File: src/hw/rtl/smrf_pkg.sv
`default_nettype none
// ----------------------------------------------------------------------------
// smrf_pkg
// Types, register addresses and the attenuation table of the mixer register
// file.
// ----------------------------------------------------------------------------
package smrf_pkg;

	localparam int unsigned AddrW    = 8;
	localparam int unsigned MemDepth = 1 << AddrW;
	localparam int unsigned NumGain  = 6;
	localparam int unsigned NumPack  = 3;
	localparam int unsigned NumTone  = 4;

	typedef logic [7:0]  byte_t;
	typedef logic [15:0] gain_t;
	typedef logic [AddrW-1:0] addr_t;

	localparam logic OpWrite   = 1'b0;
	localparam logic OpRead    = 1'b1;
	localparam logic PortIndex = 1'b0;
	localparam logic PortData  = 1'b1;

	localparam addr_t RegVoice   = 8'h04;
	localparam addr_t RegStereo  = 8'h0E;
	localparam addr_t RegMaster  = 8'h22;
	localparam addr_t RegSynth   = 8'h26;
	localparam addr_t RegVolBase = 8'h30;
	localparam addr_t RegToneBase = 8'h44;
	localparam addr_t RegIrq     = 8'h80;
	localparam addr_t RegDma     = 8'h81;
	localparam addr_t RegStatus  = 8'h82;

	localparam byte_t DmaWord    = 8'h22;
	localparam byte_t PackedRst  = 8'hFF;
	localparam byte_t VolRst     = 8'hF8;
	localparam byte_t ToneRegRst = 8'h80;
	localparam byte_t ToneFlat   = 8'h88;
	localparam gain_t GainRst    = 16'hFFFF;

	localparam logic [1:0] Irq2  = 2'd0;
	localparam logic [1:0] Irq5  = 2'd1;
	localparam logic [1:0] Irq7  = 2'd2;
	localparam logic [1:0] Irq10 = 2'd3;

	// master, voice, synth
	localparam addr_t PackedAddr [NumPack] = '{RegMaster, RegVoice, RegSynth};

	typedef struct packed {
		logic  opcode;
		logic  port_select;
		byte_t write_data;
		logic  irq8_pending;
		logic  irq16_pending;
	} item_t;

	typedef struct packed {
		byte_t      read_data;
		gain_t      master_gain_left;
		gain_t      master_gain_right;
		gain_t      voice_gain_left;
		gain_t      voice_gain_right;
		gain_t      synth_gain_left;
		gain_t      synth_gain_right;
		byte_t      bass_levels;
		byte_t      treble_levels;
		logic       filter_enable;
		logic       stereo_enable;
		logic [1:0] irq_code;
	} result_t;

	typedef struct packed {
		logic  en;
		addr_t addr;
		byte_t wdata;
	} mem_wr_t;

	function automatic logic [4:0] packed_idx(input logic [3:0] nib);
		return {1'b1, nib[3:1], 1'b1};
	endfunction

	function automatic gain_t att_gain(input logic [4:0] idx);
		gain_t g;
		case (idx)
			5'd0:    g = 16'd310;
			5'd1:    g = 16'd368;
			5'd2:    g = 16'd437;
			5'd3:    g = 16'd520;
			5'd4:    g = 16'd618;
			5'd5:    g = 16'd735;
			5'd6:    g = 16'd873;
			5'd7:    g = 16'd1038;
			5'd8:    g = 16'd1234;
			5'd9:    g = 16'd1467;
			5'd10:   g = 16'd1743;
			5'd11:   g = 16'd2072;
			5'd12:   g = 16'd2463;
			5'd13:   g = 16'd2927;
			5'd14:   g = 16'd3479;
			5'd15:   g = 16'd4134;
			5'd16:   g = 16'd4914;
			5'd17:   g = 16'd5840;
			5'd18:   g = 16'd6941;
			5'd19:   g = 16'd8250;
			5'd20:   g = 16'd9805;
			5'd21:   g = 16'd11653;
			5'd22:   g = 16'd13850;
			5'd23:   g = 16'd16461;
			5'd24:   g = 16'd19564;
			5'd25:   g = 16'd23252;
			5'd26:   g = 16'd27635;
			5'd27:   g = 16'd32845;
			5'd28:   g = 16'd39036;
			5'd29:   g = 16'd46395;
			5'd30:   g = 16'd55140;
			default: g = 16'd65535;
		endcase
		return g;
	endfunction

endpackage
`default_nettype wire

File: src/hw/rtl/smrf_mem.sv
`default_nettype none
// ----------------------------------------------------------------------------
// smrf_mem
// 256-byte register store with per-entry valid bits and a registered read
// port; bypasses a write that lands on the same edge as the read.
// ----------------------------------------------------------------------------
module smrf_mem (
	input  wire logic            clk,
	input  wire logic            arst_n,
	input  wire logic            rd_en,
	input  wire smrf_pkg::addr_t raddr,
	input  wire smrf_pkg::mem_wr_t wr,
	output smrf_pkg::byte_t      rd_byte
);
	import smrf_pkg::*;

	byte_t                mem_q [MemDepth];
	logic [MemDepth-1:0]  vld_q;
	byte_t                rd_q;
	byte_t                fwd_data_q;
	logic                 fwd_q;
	logic                 vld_rd_q;

	always_ff @(posedge clk) begin
		if (wr.en) begin
			mem_q[wr.addr] <= wr.wdata;
		end
		if (rd_en) begin
			rd_q       <= mem_q[raddr];
			fwd_data_q <= wr.wdata;
		end
	end

	always_ff @(posedge clk or negedge arst_n) begin
		if (!arst_n) begin
			vld_q    <= '0;
			fwd_q    <= 1'b0;
			vld_rd_q <= 1'b0;
		end else begin
			if (wr.en) begin
				vld_q[wr.addr] <= 1'b1;
			end
			if (rd_en) begin
				fwd_q    <= wr.en && (wr.addr == raddr);
				vld_rd_q <= vld_q[raddr];
			end
		end
	end

	// never-written entries read as zero
	assign rd_byte = fwd_q ? fwd_data_q : (vld_rd_q ? rd_q : '0);

endmodule
`default_nettype wire

File: config.mk
export PLATFORM = sky130hd
export DESIGN_NAME = smrf_mem
export DESIGN_NICKNAME = d
export VERILOG_FILES = /design/src/hw/rtl/smrf_pkg.sv /design/src/hw/rtl/smrf_mem.sv
export SDC_FILE = /design/constraint.sdc
export NUM_CORES = 2
export LEC_CHECK = 0
export ABC_AREA = 1
export BUFFER_PORTS_ARGS = -buffer_cell sky130_fd_sc_hd__buf_4
export CORE_MARGIN = 2
export CORE_UTILIZATION = 55
export DETAILED_ROUTE_END_ITERATION = 10
export PLACE_DENSITY = 0.73
export SLEW_MARGIN = 20
export SYNTH_ARGS = -nofsm -noshare
export SYNTH_HDL_FRONTEND = slang
export SYNTH_SLANG_ARGS = --single-unit
File: constraint.sdc
create_clock -name clk -period 1.42 [get_ports clk]
set_input_delay 0.284 -clock clk [delete_from_list [all_inputs] [get_ports clk]]
set_output_delay 0.284 -clock clk [all_outputs]
set_load 0.05 [all_outputs]
==> qor_table.md <==
| Item | Reported |
|:---|:---|
| Run status | finished, violations left |
| Violated checks | setup timing |
| Avg WL per Cell | 25.6 µm |
| Worst Tran Pin Value | 0.731 ns |
| Final count of negative-setup-slack endpoints | 24 |
| Total clock sinks | 2322 |
| P&R area growth vs syn | 23.1% |
| Final Net Count | 8406 |
| Worst-case reg-to-reg path depth | 11 |
| Count of synthesis-stage warnings from yosys | 0 |
| Fill cell total of the finished layout | 11.2k |
| Max Clk Rate | 465 MHz |
| Syn avg cell area | 12.0 µm² |
| Num ports | 36 |
| CP Capture Type | primary output |
| Worst Slack Setup Final | -0.730 ns |
| Max clock buf depth | 3 |
| CTS Root Cell | clkbuf_16 |
| Maximum fanout along the worst path | 5 |
| Share of synthesized registers carrying an async set or reset | 0.111 |
| Crit path buf inv count | 2 |
| Kind of path behind the tightest hold check | input port to async pin |
| Ranking of synthesized cells by area | edfxtp_1 (66%), dfrtp_1 (6.9%), nand3_1 (6.4%) |
| Most frequent cell after synthesis | edfxtp_1 |
| Post-Synth XOR/XNOR Area | 0.000281 |
| Fraction of the mapped netlist area in compound gates | 0.0650 |
| Number of maximum-capacitance constraint violations | 0 |
| Number of DRC violations after detailed-routing iteration 0 | 10.1k |
| Share of synthesized cell area in and, or, nand and nor gates | 0.172 |
| Setup repair after global routing missed its margin | true |
| Total Routed Length | 276 mm |
| Total Die Area | 174000 µm² |
| Antenna Nets Post-Route | 0 |
| Power density of the placed cells | 1290 nW/µm² |
| Final setup skew | 0.0358 ns |
| Utilization after layout | 0.681 |
| Overall via count from detail_route | 67.1k |
| Post-synthesis cell type count | 24 |
| Detailed Routing Iterations Pass 1 | 8 |
| Max IR drop VDD | 1190 µV |
| Library cell with the largest summed area after synthesis | edfxtp_1 |
| Synthesis-stage register bit count | 2322 |
| Floorplan row count | 151 |
| Period Utilization, post-route | 1.51 |
| Cell area reported after detailed placement | 105000 µm² |
| Pin count of the biggest net entering global routing | 75 |
| Die X-Extent | 417 µm |
| Number of remaining DRC errors | 0 |
| Starting density of the core | 0.553 |
| DR vias/cell | 6.21 |
| Clock Latency Late Sink | 0.87 ns |
| Vert. Die Dim | 417 µm |
| Syn nets | 7813 |
| Fraction of final layout cells sized beyond drive strength 1 | 0.241 |
| Fraction of synthesized cell area taken by the top area cell type | 0.662 |
| Crit Path Category | flip-flop to primary output |
| Crit path max-delay family | flip-flops |
| Share of cell area taken by muxes after synthesis | 0 |
| Final weighted congestion in routability-driven placement | 0.951 |
| Static Leakage | 41.9 nW |
| Total clock buffers created by CTS | 220 |
| Final Hold Violating Endpoints | 0 |
| Number of port buffers | 35 |
| GRT Resource Usage Total | 0.314 |
| Clock tree from TritonCTS | yes |
| Most used flip-flop cell after synthesis | edfxtp_1 |
| Total half-perimeter wirelength after legalization and detailed placement | 173 mm |
| Signal arrival time at the worst endpoint | 1.87 ns |
| Number of global-route vias before repair | 65.0k |
| Number of H-tree branching levels | 4 |
| Critical Path Slowest Stage Cell | dfrtp_2 |
| Tmin final | 2.15 ns |
| Slowest cell delay on critical path | 0.48 ns |
| Clock edge transition at the registers on the reported setup and hold paths | 0.06 ns |
| Relative slew margins | 0.513 |
| Adder-cell area share of the yosys netlist | 0 |
| Depth of the critical timing path with buffers and inverters included | 4 |
| Leftover overflow at the end of global routing | 0 |
| Crit start category | flip-flop |
| Post-Syn Instances | 7785 |
| Layout Cell Area excl Fill | 115000 µm² |
| Main combinational cell family by area after synthesis | simple AND/OR/NAND/NOR gates |
| Req. time, crit path | 1.14 ns |
| Global-route wire length before repair | 409 mm |
| Final Max Tran Viols | 0 |
| Cell Area, Synth | 93600 µm² |
| Number of enable flip-flop cells after synthesis | 2064 |
| Core box area | 169000 µm² |
| Cell Chain, Critical Path | clkinv_4 > nand3_4 > nand2_4 > buf_8 |
| Antenna violations before repair | 5 |
| Ranking of synthesized cells by instance count | edfxtp_1 (2064), nand2_1 (1279), nand3_1 (1195) |
| Sequential element share of the synthesized area | 0.731 |
-- placed cells by master, fill, tap and decap left out, types with 44 or more instances in the layout --
master and instances:
nand2_1 1230, nand3_1 872, o21ai_1 246, dfrtp_1 256
edfxtp_1 2064, o22ai_1 339, clkbuf_16 223, o21ai_0 453
nor2_4 126, nor2_1 841, inv_1 65, buf_12 253
nand3_2 245, buf_4 589, clkinv_2 44, clkbuf_1 64
nand3_4 78, or2_2 256
-- sequential cells by signal (all words and copies together) (netlist names) --
signal	flops
fwd_data_q	8
vld_q	256
rd_q	8
mem_q	2048
vld_rd_q	1
fwd_q	1
-- worst reg2reg max path, cell delays in order (launching register included) --
cell and delay, ns:
edfxtp_1 0.39, o21ai_2 0.17, o22ai_2 0.10, nand2_1 0.09
nand3_2 0.12, nand3_2 0.12, nand3_2 0.08, buf_6 0.16
nand3_2 0.07, nand2_2 0.05, nand2_2 0.08, nand2_1 0.06
-- routing by layer --
layer  wire, µm  track usage  vias to the layer above  part of all wire
met2     130000        0.489                     4215              0.47
li1           -            -                    29100                 -
met4      13200        0.149                        4             0.048
met1     103000        0.430                    33000              0.37
met3      29800       0.0608                      674              0.11
met5         22            0                        -          0.000080
-- area by class of cell --
class                      count  area (µm²)  share of cell area
multi-input combinational   4849       25800               0.224
timing repair inverter         1        8.76           0.0000760
tap                         2218        2780              0.0241
inverter                      74         315             0.00274
sequential                  2322       68400               0.594
antenna                        1        2.50           0.0000217
clock buffer                 310        6130              0.0532
clock inverter               109        1320              0.0115
timing repair buffer         910       10400              0.0900
-- power by group --
| group | total (W) | internal, W | switching [W] |
|---|---|---|---|
| clock network | 0.0602 | 0.0344 | 0.0259 |
| registers | 0.0755 | 0.0751 | 0.000391 |
| logic | 0.0125 | 0.00435 | 0.00817 |
| total | 0.148 | 0.114 | 0.0344 |
-- final timing paths --
| kind | to | slack, ns | from |
|---|---|---|---|
| min | vld_q[48] | 0.06 | arst_n |
| min in group clk | fwd_q | 0.10 | wr[11] |
| max in group asynchronous | vld_q[111] | 0.11 | arst_n |
| max | rd_byte[0] | -0.73 | fwd_q |
| min reg2reg | vld_q[204] | 0.47 | vld_q[204] |
| max reg2reg | rd_q[5] | -0.34 | mem_q[238][5] |
-- cell families (layout without fill, tap and decap cells) --
| group | Yosys count | in the layout |
|---|---|---|
| simple gates | 3720 | 3720 |
| flops | 2322 | 2322 |
| compound gates | 1126 | 1126 |
| buf+inv | 614 | 1404 |
| xor+xnor | 3 | 3 |
| other cells | 0 | 1 |
-- stage by stage --
stage	setup TNS (ns)	power (W)	setup WS [ns]	std cells	hold slack (ns)
6_report	-8.17	0.148	-0.730	10800	0.0565
5_1_grt	-8.92	0.152	-0.760	10800	0.0731
4_1_cts	-83.73	0.148	-0.744	10800	0.0266
3_5_place_dp	-885.48	0.0880	-1.20	10400	0.148
3_3_place_gp	-867.58	0.0877	-1.17	10400	0.150
2_1_floorplan	-260.50	0.0823	-0.366	7785	-0.0116
-- what timing repair did --
| action | CTS | global route |
|---|---|---|
| cloned | 1 | 1 |
| setup buffers | 3 | 1 |
| hold buffers | 22 | 0 |
| resized for setup | 354 | 465 |
| setup endpoints to repair | 17 | 663 |
| endpoints found under the hold margin | 645 | 0 |
| pin swaps | 73 | 157 |
Note: power is estimated with default switching activity, not from simulation.
