`config.mk`:
```
export PLATFORM = sky130hd
export DESIGN_NAME = smrf_ctrl
export DESIGN_NICKNAME = d
export VERILOG_FILES = /design/src/hw/rtl/smrf_pkg.sv /design/src/hw/rtl/smrf_ctrl.sv
export SDC_FILE = /design/constraint.sdc
export NUM_CORES = 1
export LEC_CHECK = 0
export BUFFER_PORTS_ARGS = -buffer_cell sky130_fd_sc_hd__clkbuf_2
export CAP_MARGIN = 20
export CORE_ASPECT_RATIO = 1.1
export CORE_MARGIN = 3
export CORE_UTILIZATION = 35
export DETAILED_ROUTE_END_ITERATION = 10
export GPL_TIMING_DRIVEN = 1
export SYNTH_ARGS = -nofsm -noshare
export SYNTH_HDL_FRONTEND = slang
export SYNTH_SLANG_ARGS = --single-unit
export TNS_END_PERCENT = 1
```
`constraint.sdc`:
```
create_clock -name clk -period 4.49 [get_ports clk]
set_input_delay 0.449 -clock clk [delete_from_list [all_inputs] [get_ports clk]]
set_output_delay 0.449 -clock clk [all_outputs]
set_load 0.01 [all_outputs]
```
`src/hw/rtl/smrf_pkg.sv`:
```
`default_nettype none
// ----------------------------------------------------------------------------
// smrf_pkg
// Types, register addresses and the attenuation table of the mixer register
// file.
// ----------------------------------------------------------------------------
package smrf_pkg;

	localparam int unsigned AddrW    = 8;
	localparam int unsigned MemDepth = 1 << AddrW;
	localparam int unsigned NumGain  = 6;
	localparam int unsigned NumPack  = 3;
	localparam int unsigned NumTone  = 4;

	typedef logic [7:0]  byte_t;
	typedef logic [15:0] gain_t;
	typedef logic [AddrW-1:0] addr_t;

	localparam logic OpWrite   = 1'b0;
	localparam logic OpRead    = 1'b1;
	localparam logic PortIndex = 1'b0;
	localparam logic PortData  = 1'b1;

	localparam addr_t RegVoice   = 8'h04;
	localparam addr_t RegStereo  = 8'h0E;
	localparam addr_t RegMaster  = 8'h22;
	localparam addr_t RegSynth   = 8'h26;
	localparam addr_t RegVolBase = 8'h30;
	localparam addr_t RegToneBase = 8'h44;
	localparam addr_t RegIrq     = 8'h80;
	localparam addr_t RegDma     = 8'h81;
	localparam addr_t RegStatus  = 8'h82;

	localparam byte_t DmaWord    = 8'h22;
	localparam byte_t PackedRst  = 8'hFF;
	localparam byte_t VolRst     = 8'hF8;
	localparam byte_t ToneRegRst = 8'h80;
	localparam byte_t ToneFlat   = 8'h88;
	localparam gain_t GainRst    = 16'hFFFF;

	localparam logic [1:0] Irq2  = 2'd0;
	localparam logic [1:0] Irq5  = 2'd1;
	localparam logic [1:0] Irq7  = 2'd2;
	localparam logic [1:0] Irq10 = 2'd3;

	// master, voice, synth
	localparam addr_t PackedAddr [NumPack] = '{RegMaster, RegVoice, RegSynth};

	typedef struct packed {
		logic  opcode;
		logic  port_select;
		byte_t write_data;
		logic  irq8_pending;
		logic  irq16_pending;
	} item_t;

	typedef struct packed {
		byte_t      read_data;
		gain_t      master_gain_left;
		gain_t      master_gain_right;
		gain_t      voice_gain_left;
		gain_t      voice_gain_right;
		gain_t      synth_gain_left;
		gain_t      synth_gain_right;
		byte_t      bass_levels;
		byte_t      treble_levels;
		logic       filter_enable;
		logic       stereo_enable;
		logic [1:0] irq_code;
	} result_t;

	typedef struct packed {
		logic  en;
		addr_t addr;
		byte_t wdata;
	} mem_wr_t;

	function automatic logic [4:0] packed_idx(input logic [3:0] nib);
		return {1'b1, nib[3:1], 1'b1};
	endfunction

	function automatic gain_t att_gain(input logic [4:0] idx);
		gain_t g;
		case (idx)
			5'd0:    g = 16'd310;
			5'd1:    g = 16'd368;
			5'd2:    g = 16'd437;
			5'd3:    g = 16'd520;
			5'd4:    g = 16'd618;
			5'd5:    g = 16'd735;
			5'd6:    g = 16'd873;
			5'd7:    g = 16'd1038;
			5'd8:    g = 16'd1234;
			5'd9:    g = 16'd1467;
			5'd10:   g = 16'd1743;
			5'd11:   g = 16'd2072;
			5'd12:   g = 16'd2463;
			5'd13:   g = 16'd2927;
			5'd14:   g = 16'd3479;
			5'd15:   g = 16'd4134;
			5'd16:   g = 16'd4914;
			5'd17:   g = 16'd5840;
			5'd18:   g = 16'd6941;
			5'd19:   g = 16'd8250;
			5'd20:   g = 16'd9805;
			5'd21:   g = 16'd11653;
			5'd22:   g = 16'd13850;
			5'd23:   g = 16'd16461;
			5'd24:   g = 16'd19564;
			5'd25:   g = 16'd23252;
			5'd26:   g = 16'd27635;
			5'd27:   g = 16'd32845;
			5'd28:   g = 16'd39036;
			5'd29:   g = 16'd46395;
			5'd30:   g = 16'd55140;
			default: g = 16'd65535;
		endcase
		return g;
	endfunction

endpackage
`default_nettype wire

```
`src/hw/rtl/smrf_ctrl.sv`:
```
`default_nettype none
// ----------------------------------------------------------------------------
// smrf_ctrl
// Index register, shadow copies of the mixer registers that feed the derived
// settings, gain and tone computation, and the read mux.
// ----------------------------------------------------------------------------
module smrf_ctrl (
	input  wire logic              clk,
	input  wire logic              arst_n,
	input  wire logic              mode,
	input  wire logic              s1_valid,
	input  wire smrf_pkg::item_t   item,
	input  wire logic              commit,
	input  wire smrf_pkg::byte_t   mem_byte,
	output smrf_pkg::addr_t        index_n,
	output smrf_pkg::mem_wr_t      wr,
	output smrf_pkg::result_t      res
);
	import smrf_pkg::*;

	addr_t      index_q;
	byte_t      pk_q   [NumPack];
	byte_t      vol_q  [NumGain];
	byte_t      tone_q [NumTone];
	byte_t      e_q;
	gain_t      gain_q [NumGain];
	byte_t      bass_q;
	byte_t      treble_q;
	logic       filt_q;
	logic       stereo_q;
	logic [1:0] irq_q;

	byte_t      pk_n   [NumPack];
	byte_t      vol_n  [NumGain];
	byte_t      tone_n [NumTone];
	byte_t      e_n;
	gain_t      gain_n [NumGain];
	logic [4:0] gsel   [NumGain];
	byte_t      bass_n;
	byte_t      treble_n;
	logic       filt_n;
	logic       stereo_n;
	logic [1:0] irq_n;
	byte_t      rd;
	byte_t      shadow;
	logic       data_wr;
	logic       idx_wr;
	byte_t      wd;

	assign wd      = item.write_data;
	assign data_wr = s1_valid && (item.opcode == OpWrite) && (item.port_select == PortData);
	assign idx_wr  = s1_valid && (item.opcode == OpWrite) && (item.port_select == PortIndex);
	assign index_n = idx_wr ? wd : index_q;

	assign wr.en    = commit && data_wr;
	assign wr.addr  = index_q;
	assign wr.wdata = wd;

	always_comb begin
		for (int p = 0; p < NumPack; p++) begin
			pk_n[p] = (data_wr && index_q == PackedAddr[p]) ? wd : pk_q[p];
		end
		for (int i = 0; i < NumGain; i++) begin
			vol_n[i] = (data_wr && index_q == RegVolBase + addr_t'(i)) ? wd : vol_q[i];
		end
		// sixteen-bit layout mirrors packed writes into the channel pair
		for (int p = 0; p < NumPack; p++) begin
			if (data_wr && mode && index_q == PackedAddr[p]) begin
				vol_n[2*p]   = {packed_idx(wd[7:4]), 3'b000};
				vol_n[2*p+1] = {packed_idx(wd[3:0]), 3'b000};
			end
		end
		for (int t = 0; t < NumTone; t++) begin
			tone_n[t] = (data_wr && index_q == RegToneBase + addr_t'(t)) ? wd : tone_q[t];
		end
		e_n = (data_wr && index_q == RegStereo) ? wd : e_q;

		for (int p = 0; p < NumPack; p++) begin
			gsel[2*p]   = mode ? vol_n[2*p][7:3]   : packed_idx(pk_n[p][7:4]);
			gsel[2*p+1] = mode ? vol_n[2*p+1][7:3] : packed_idx(pk_n[p][3:0]);
		end
		for (int i = 0; i < NumGain; i++) begin
			gain_n[i] = data_wr ? att_gain(gsel[i]) : gain_q[i];
		end

		bass_n   = bass_q;
		treble_n = treble_q;
		filt_n   = filt_q;
		if (data_wr) begin
			bass_n   = mode ? {tone_n[2][7:4], tone_n[3][7:4]} : ToneFlat;
			treble_n = mode ? {tone_n[0][7:4], tone_n[1][7:4]} : ToneFlat;
			filt_n   = mode ? 1'b0 : !e_n[5];
		end
		stereo_n = (data_wr && !mode && index_q == RegStereo) ? wd[1] : stereo_q;

		irq_n = irq_q;
		if (data_wr && mode && index_q == RegIrq) begin
			if (wd[3]) begin
				irq_n = Irq10;
			end else if (wd[2]) begin
				irq_n = Irq7;
			end else if (wd[1]) begin
				irq_n = Irq5;
			end else if (wd[0]) begin
				irq_n = Irq2;
			end
		end
	end

	// shadowed registers are served from the copies, the rest from the store
	always_comb begin
		shadow = mem_byte;
		for (int p = 0; p < NumPack; p++) begin
			if (index_q == PackedAddr[p]) shadow = pk_q[p];
		end
		for (int i = 0; i < NumGain; i++) begin
			if (index_q == RegVolBase + addr_t'(i)) shadow = vol_q[i];
		end
		for (int t = 0; t < NumTone; t++) begin
			if (index_q == RegToneBase + addr_t'(t)) shadow = tone_q[t];
		end
		if (index_q == RegStereo) shadow = e_q;
	end

	always_comb begin
		rd = '0;
		if (s1_valid && item.opcode == OpRead) begin
			if (item.port_select == PortIndex) begin
				rd = index_q;
			end else if (mode && index_q == RegIrq) begin
				case (irq_q)
					Irq2:    rd = 8'h01;
					Irq5:    rd = 8'h02;
					Irq7:    rd = 8'h04;
					Irq10:   rd = 8'h08;
					default: rd = 8'h00;
				endcase
			end else if (mode && index_q == RegDma) begin
				rd = DmaWord;
			end else if (mode && index_q == RegStatus) begin
				rd = {6'b0, item.irq16_pending, item.irq8_pending};
			end else begin
				rd = shadow;
			end
		end
	end

	assign res.read_data         = rd;
	assign res.master_gain_left  = gain_n[0];
	assign res.master_gain_right = gain_n[1];
	assign res.voice_gain_left   = gain_n[2];
	assign res.voice_gain_right  = gain_n[3];
	assign res.synth_gain_left   = gain_n[4];
	assign res.synth_gain_right  = gain_n[5];
	assign res.bass_levels       = bass_n;
	assign res.treble_levels     = treble_n;
	assign res.filter_enable     = filt_n;
	assign res.stereo_enable     = stereo_n;
	assign res.irq_code          = irq_n;

	always_ff @(posedge clk or negedge arst_n) begin
		if (!arst_n) begin
			index_q  <= '0;
			for (int p = 0; p < NumPack; p++) pk_q[p] <= PackedRst;
			for (int i = 0; i < NumGain; i++) begin
				vol_q[i]  <= VolRst;
				gain_q[i] <= GainRst;
			end
			for (int t = 0; t < NumTone; t++) tone_q[t] <= ToneRegRst;
			e_q      <= '0;
			bass_q   <= ToneFlat;
			treble_q <= ToneFlat;
			filt_q   <= 1'b1;
			stereo_q <= 1'b0;
			irq_q    <= Irq7;
		end else if (commit) begin
			index_q  <= index_n;
			for (int p = 0; p < NumPack; p++) pk_q[p] <= pk_n[p];
			for (int i = 0; i < NumGain; i++) begin
				vol_q[i]  <= vol_n[i];
				gain_q[i] <= gain_n[i];
			end
			for (int t = 0; t < NumTone; t++) tone_q[t] <= tone_n[t];
			e_q      <= e_n;
			bass_q   <= bass_n;
			treble_q <= treble_n;
			filt_q   <= filt_n;
			stereo_q <= stereo_n;
			irq_q    <= irq_n;
		end
	end

endmodule
`default_nettype wire
```
==> impl_metrics.yaml, run 1 <==
route:
  drt_wl_total_um: 74600
  ant_nets: 0
  drc_errors: 0
  drt-wirelength-per-cell_um: 23.8
  drt_iter0_drc: 1977
  top_layer: "met4"
  met2WireLength_um: 33300
  via_count: 19231
  drt_pre_antenna_iters: 7
  wl_met1_um: 33200
  drt-vias-per-instance: 6.14
  wl_met3_um: 5240
timing:
  setup_violations: 0
  finalMaxSlewViolations: 0
  finalClockSkew_ps: 11.9
  slew_headroom: 0.332
  finalCriticalPeriod_ps: 4480
  max_freq_mhz: 223
  rsz0062_at_grt: "yes"
  setup_slack_ps: 11.9
  tightest_slew_ps: 994
  period_share: 0.997
  hold_viol_final: 0
  setup_tns_ps: 0
clocking:
  cts.path.max_buffers: 3
  htreeDepth: 1
  cts_sinks: 236
  path_clk_slew_ps: 60
  cts_root_buffer: "clkbuf_16"
  clk_latency_ps: 590
  cts_tree: "built"
  cts_made_buffers: 30
layout:
  area_delta_synth_final_pct: 17.9
  finalNetCount: 2515
  drive_above_1_share: 0.305
  final_common_cell: "nand2_1"
  layout_common_cells: "345 x nand2_1, 209 x o21ai_0, 203 x nor2_1"
die:
  die_area_um2: 55800
  die_height_um: 247
  core-area_um2: 51800
  dieWidth_um: 225
  rows: 87
  start_util: 0.358
  io_pins: 174
global_route:
  grt_pass1_vias: 18420
  grt_max_degree: 85
  grt_pass1_wl_um: 115000
  gr-total-overflow: 0
  antenna_found_initial: 0
  track_usage: 0.260
power_and_ir_drop:
  p_leak_nw: 9.25
  power_density_nw_per_um2: 379
  max-vdd-ir-drop_mv: 0.309
  power.total_mw: 8.28
synthesis:
  yosysTopAreaCell: "dfstp_2"
  ys_types: 106
  avgSynthCellArea_um2: 8.07
  seq_area_frac_synth: 0.329
  ys.flop_type: "dfstp_2"
  synthTopCellsByArea: "dfstp_2 23%, dfrtp_1 10%, nand2_1 7.0%"
  synth_area_um2: 18500
  yosys_warnings: 0
  synth_top_area_share: 0.227
  syn_inst: 2298
  syn-num-nets: 2371
  ys_ff_latch: 236
  async_reset_ff_frac: 1.00
  synth-edff-count: 0
critical_path:
  start_kind: "flop"
  critPathArrivalTime_ps: 4030
  path_max_fanout: 10
  cp-end-kind: "output pin"
  cp.required_ps: 4040
  critPathKind: "reg2out"
outcome:
  status: "complete, no violations"
placed_design:
  dp_slack_ps: 379
  dpl.hpwl_um: 54400
  gp_congestion: 0.985
  portBuffers: 173
worst_hold_path:
  hold_class: "in2reg"
run:
  cap_viol_max_count: 0
-- kinds of logic after synthesis --
| kind of cell | Yosys count | share of synthesized area |
|---|---|---|
| AOI/OAI and AO/OA | 819 | 0.298 |
| and+or+nand+nor | 786 | 0.195 |
| buffers and inverters | 267 | 0.0618 |
| DFF | 236 | 0.329 |
| muxes | 132 | 0.0784 |
| adders and majority gates | 48 | 0.0324 |
| xor gates and xnor gates | 10 | 0.00513 |
-- Yosys cell counts, types with 10 or more instances --
library cell    n
o21ai_0       213
o22ai_1        18
dfstp_2       160
clkbuf_1      127
nand3_1        55
nand2_1       348
nand4_1        22
ha_1           48
o41ai_1        11
and2_1         14
a41oi_1        13
a22oi_1        17
inv_1          41
nand2b_1       13
mux2i_1        45
o32ai_1        11
buf_2          62
mux2_2         84
a21oi_1       125
a31oi_1        54
a221oi_1       14
a211o_1        14
dfrtp_1        76
a21o_1         29
o21ai_1        25
o221ai_1       29
o211ai_1       35
nor2_1        206
a22o_1         29
nor3_1         36
buf_1          11
o31ai_1        50
nor2b_1        10
a211oi_1       28
buf_4          17
nor4_1         14
-- power by group --
group	switching [mW]	leakage, nW	internal (mW)
registers	0.274	2.69	2.59
logic	1.86	6.08	1.14
clock network	1.01	0.471	1.40
total	3.15	9.25	5.14
-- state kept, by name, indices dropped and copies added, names as in the netlist, 8 cells and up --
| name | count |
|---|---|
| tone_q | 32 |
| e_q | 8 |
| vol_q | 48 |
| pk_q | 24 |
| treble_q | 8 |
| bass_q | 8 |
| index_q | 8 |
| gain_q | 96 |
-- worst paths after layout --
check | start | endpoint | slack, ps | cells after the start
hold / removal | commit | index_q[1] | 300 | 3
max in group asynchronous | arst_n | gain_q[62] | 2880 | 3
min in group asynchronous | arst_n | bass_q[1] | 540 | 2
hold reg to reg | gain_q[61] | gain_q[61] | 450 | 2
setup reg to reg | index_q[3] | gain_q[22] | 990 | 12
setup / recovery | index_q[3] | res[27] | 10 | 15
-- metrics by stage --
| stage | util | cell area, um2 | cells | hold WS [ps] |
|---|---|---|---|---|
| 2_1_floorplan | - | 18500 | 2298 | 153 |
| 3_3_place_gp | 0.395 | 20500 | 3066 | 441 |
| 3_5_place_dp | 0.395 | 20500 | 3066 | 450 |
| 4_1_cts | 0.416 | 21500 | 3123 | 281 |
| 5_1_grt | 0.422 | 21900 | 3133 | 324 |
| 6_report | 0.422 | 21900 | 3134 | 299 |
-- worst max-delay path: stages, from the launching register on --
cell      delay [ps]
dfrtp_2          490
buf_4            200
nor4bb_2         270
buf_4            190
nand4_1          180
a31o_2           330
mux2_2           310
inv_2            120
ha_1             170
buf_4            170
a21oi_1           80
a21oi_1          170
o21ai_0           90
o21a_1           190
a211o_1          330
clkbuf_2         140
-- final cells by class --
class	count	area (um2)
timing repair buffer	329	2100
fill	5227	30000
clock buffer	45	878
clock inverter	11	91.3
sequential	236	6110
multi-input combinational	1795	11600
antenna	1	2.50
tap	667	835
inverter	50	194
-- timing repair --
action	in CTS	in global routing
setup buffers	0	9
resized for setup	33	61
pin swaps	1	5
setup endpoints to repair	64	81
hold endpoints to repair	12	0
hold buffers	1	0
-- per-layer routing --
metal	up-vias	GRT usage
met5	-	0
met4	0	0.0918
met3	177	0.0374
met2	857	0.411
met1	9393	0.365
li1	8804	-
No activity file was read; power rests on OpenSTA's default activity.
==> run 2, diff against run 1 <==
--- a/config.mk
+++ b/config.mk
@@ -8,10 +8,10 @@
 export BUFFER_PORTS_ARGS = -buffer_cell sky130_fd_sc_hd__clkbuf_2
 export CAP_MARGIN = 20
 export CORE_ASPECT_RATIO = 1.1
-export CORE_MARGIN = 3
 export CORE_UTILIZATION = 35
 export DETAILED_ROUTE_END_ITERATION = 10
 export GPL_TIMING_DRIVEN = 1
+export RECOVER_POWER = 50
 export SYNTH_ARGS = -nofsm -noshare
 export SYNTH_HDL_FRONTEND = slang
 export SYNTH_SLANG_ARGS = --single-unit
==> run 2 against run 1 <==
Net effect:
- the run now ends with max-capacitance violations, max-slew violations left
- die area fell by 3.4%
- flip-flop and latch count unchanged
- first-iteration DRC count down 15%
- sequential share of layout area hardly changed
- clock power is 3% lower
- maximum frequency rose by 0.13%
- worst setup slack better by 6.0 ps
- worst hold slack worse by 33 ps
- critical path type unchanged
- largest cell class unchanged
- highest routed layer unchanged
==> impl_metrics.yaml, run 2 (synthesis results as in run 1) <==
outcome:
  status: "finished with violations"
  violations: "max-capacitance violations, max-slew violations"
run:
  cap_viol_max_count: 2
layout:
  final_common_cell: "nand2_1"
  top_register: "gain_q"
  diodes: 0
  layout_common_cells: "345 x nand2_1, 207 x o21ai_0, 201 x nor2_1"
  finalNetCount: 2523
  final_util: 0.416
  n_fill_cell: 5318
  reg_top3: "gain_q: 96 flops, vol_q: 48 flops, tone_q: 32 flops"
  drive_above_1_share: 0.303
  largest_register_ff_count: 96
  area_delta_synth_final_pct: 17.7
  design_area_um2: 21800
clocking:
  cts_root_buffer: "clkbuf_16"
  cts_tree: "built"
  cts.path.max_buffers: 3
  path_clk_slew_ps: 70
  cts_made_buffers: 29
  cts_sinks: 236
  clk_latency_ps: 600
  htreeDepth: 1
critical_path:
  crit_chain: "buf_4 > or4_4 > nor3_4 > buf_4 > nand2_1 > nand2_2 > buf_4 > nand2_1 > o221a_2 > o21ai_1 > mux2_2 > clkbuf_2"
  cp.required_ps: 4040
  startpoint: "index_q[4]"
  timing.critical_path.mode_cell: "buf_4"
  reg2reg_slack_ps: 970
  crit_family: "simple AND/OR/NAND/NOR gates"
  path_max_fanout: 10
  crit_path_top_delay_cell: "or4_4"
  cp_num_buf_inv: 4
  start_kind: "flop"
  r2r_start: "index_q[3]"
  critPathArrivalTime_ps: 4020
  cp-end-kind: "output pin"
  critPathKind: "reg2out"
  max_stage_delay_ps: 660
timing:
  setup_violations: 0
  finalClockSkew_ps: 22.1
  period_share: 0.996
  tightest_slew_ps: 2070
  rsz0062_at_grt: "yes"
  slew_headroom: -0.377
  hold_viol_final: 0
  finalCriticalPeriod_ps: 4470
  max_freq_mhz: 224
  finalMaxSlewViolations: 174
  setup_tns_ps: 0
die:
  dieWidth_um: 221
  die_area_um2: 53900
  io_pins: 174
  start_util: 0.354
  rows: 88
  die_height_um: 243
  core-area_um2: 52400
power_and_ir_drop:
  p_leak_nw: 9.25
  power_density_nw_per_um2: 379
  max-vdd-ir-drop_mv: 0.322
global_route:
  track_usage: 0.268
  grt_pass1_vias: 18200
  antenna_found_initial: 1
  grt_max_degree: 107
  grt_pass1_wl_um: 114000
  gr-total-overflow: 0
route:
  met2WireLength_um: 33800
  drt_iter0_drc: 1672
  ant_nets: 0
  wl_met3_um: 5950
  drt-wirelength-per-cell_um: 23.8
  drt_pre_antenna_iters: 7
  top_layer: "met4"
  drt_wl_total_um: 74800
  via_count: 19474
  drt-vias-per-instance: 6.19
  wl_met1_um: 32300
  drc_errors: 0
placed_design:
  gp_congestion: 0.980
  dpl.hpwl_um: 54400
  placed_area_um2: 20400
  portBuffers: 173
worst_hold_path:
  worstHoldStart: "commit"
  hold_class: "in2reg"
[run 2: changes by cell type in the layout (fill, tap and decap cells not counted), sizes merged]
| cell | change |
|---|---|
| clkbuf | -4 |
| bufinv | +1 |
| clkinv | +5 |
| buf | +5 |
| diode | -1 |
| clkinvlp | -3 |
| inv | +2 |
[run 2: power by group]
part	total [mW]	leakage [nW]	internal [mW]	switching [mW]
Clock	2.35	0.459	1.34	1.02
Sequential	2.85	2.70	2.59	0.263
Combinational	3.05	6.10	1.18	1.88
[run 2: cell type report]
cell class | count | area [um2] | share of cell area
inverter | 50 | 193 | 0.00883
tap | 675 | 845 | 0.0387
clock inverter | 16 | 148 | 0.00677
timing repair buffer | 338 | 2100 | 0.0965
clock buffer | 37 | 776 | 0.0356
sequential | 236 | 6110 | 0.280
multi-input combinational | 1795 | 11600 | 0.534
[run 2: path summary, 6_finish.rpt]
check	end	depth (start not counted)
hold reg to reg	gain_q[61]	2
min in group asynchronous	vol_q[42]	2
setup reg to reg	gain_q[22]	12
max in group asynchronous	index_q[2]	3
hold / removal	gain_q[88]	3
setup / recovery	res[56]	12
[run 2: tightest hold or removal path, stage by stage]
cell	delay [ps]
buf_4	230
nor2_1	130
a31oi_1	50
[run 2: per-stage QoR]
step / worst slack, ps / hold WS, ps / power [mW] / instances
5_1_grt: -105 / 289 / 8.66 / 3147
2_1_floorplan: 560 / 153 / 4.60 / 2298
6_report: 17.9 / 266 / 8.26 / 3147
4_1_cts: -47.2 / 233 / 8.17 / 3126
3_5_place_dp: 302 / 449 / 5.73 / 3072
3_3_place_gp: 273 / 440 / 5.69 / 3072
[run 2: per-layer routing]
metal,global-route usage,vias to the layer above
li1,-,8841
met1,0.374,9499
met2,0.419,979
met3,0.0376,155
met4,0.102,0
met5,0,-
[run 2: timing repair]
| action | 4_1_cts | 5_1_grt |
|---|---|---|
| pin swaps | 1 | 8 |
| resized for setup | 33 | 61 |
| hold endpoints to repair | 30 | 0 |
| setup endpoints to repair | 79 | 81 |
| buffers inserted | 0 | 20 |
| hold buffers | 1 | 0 |
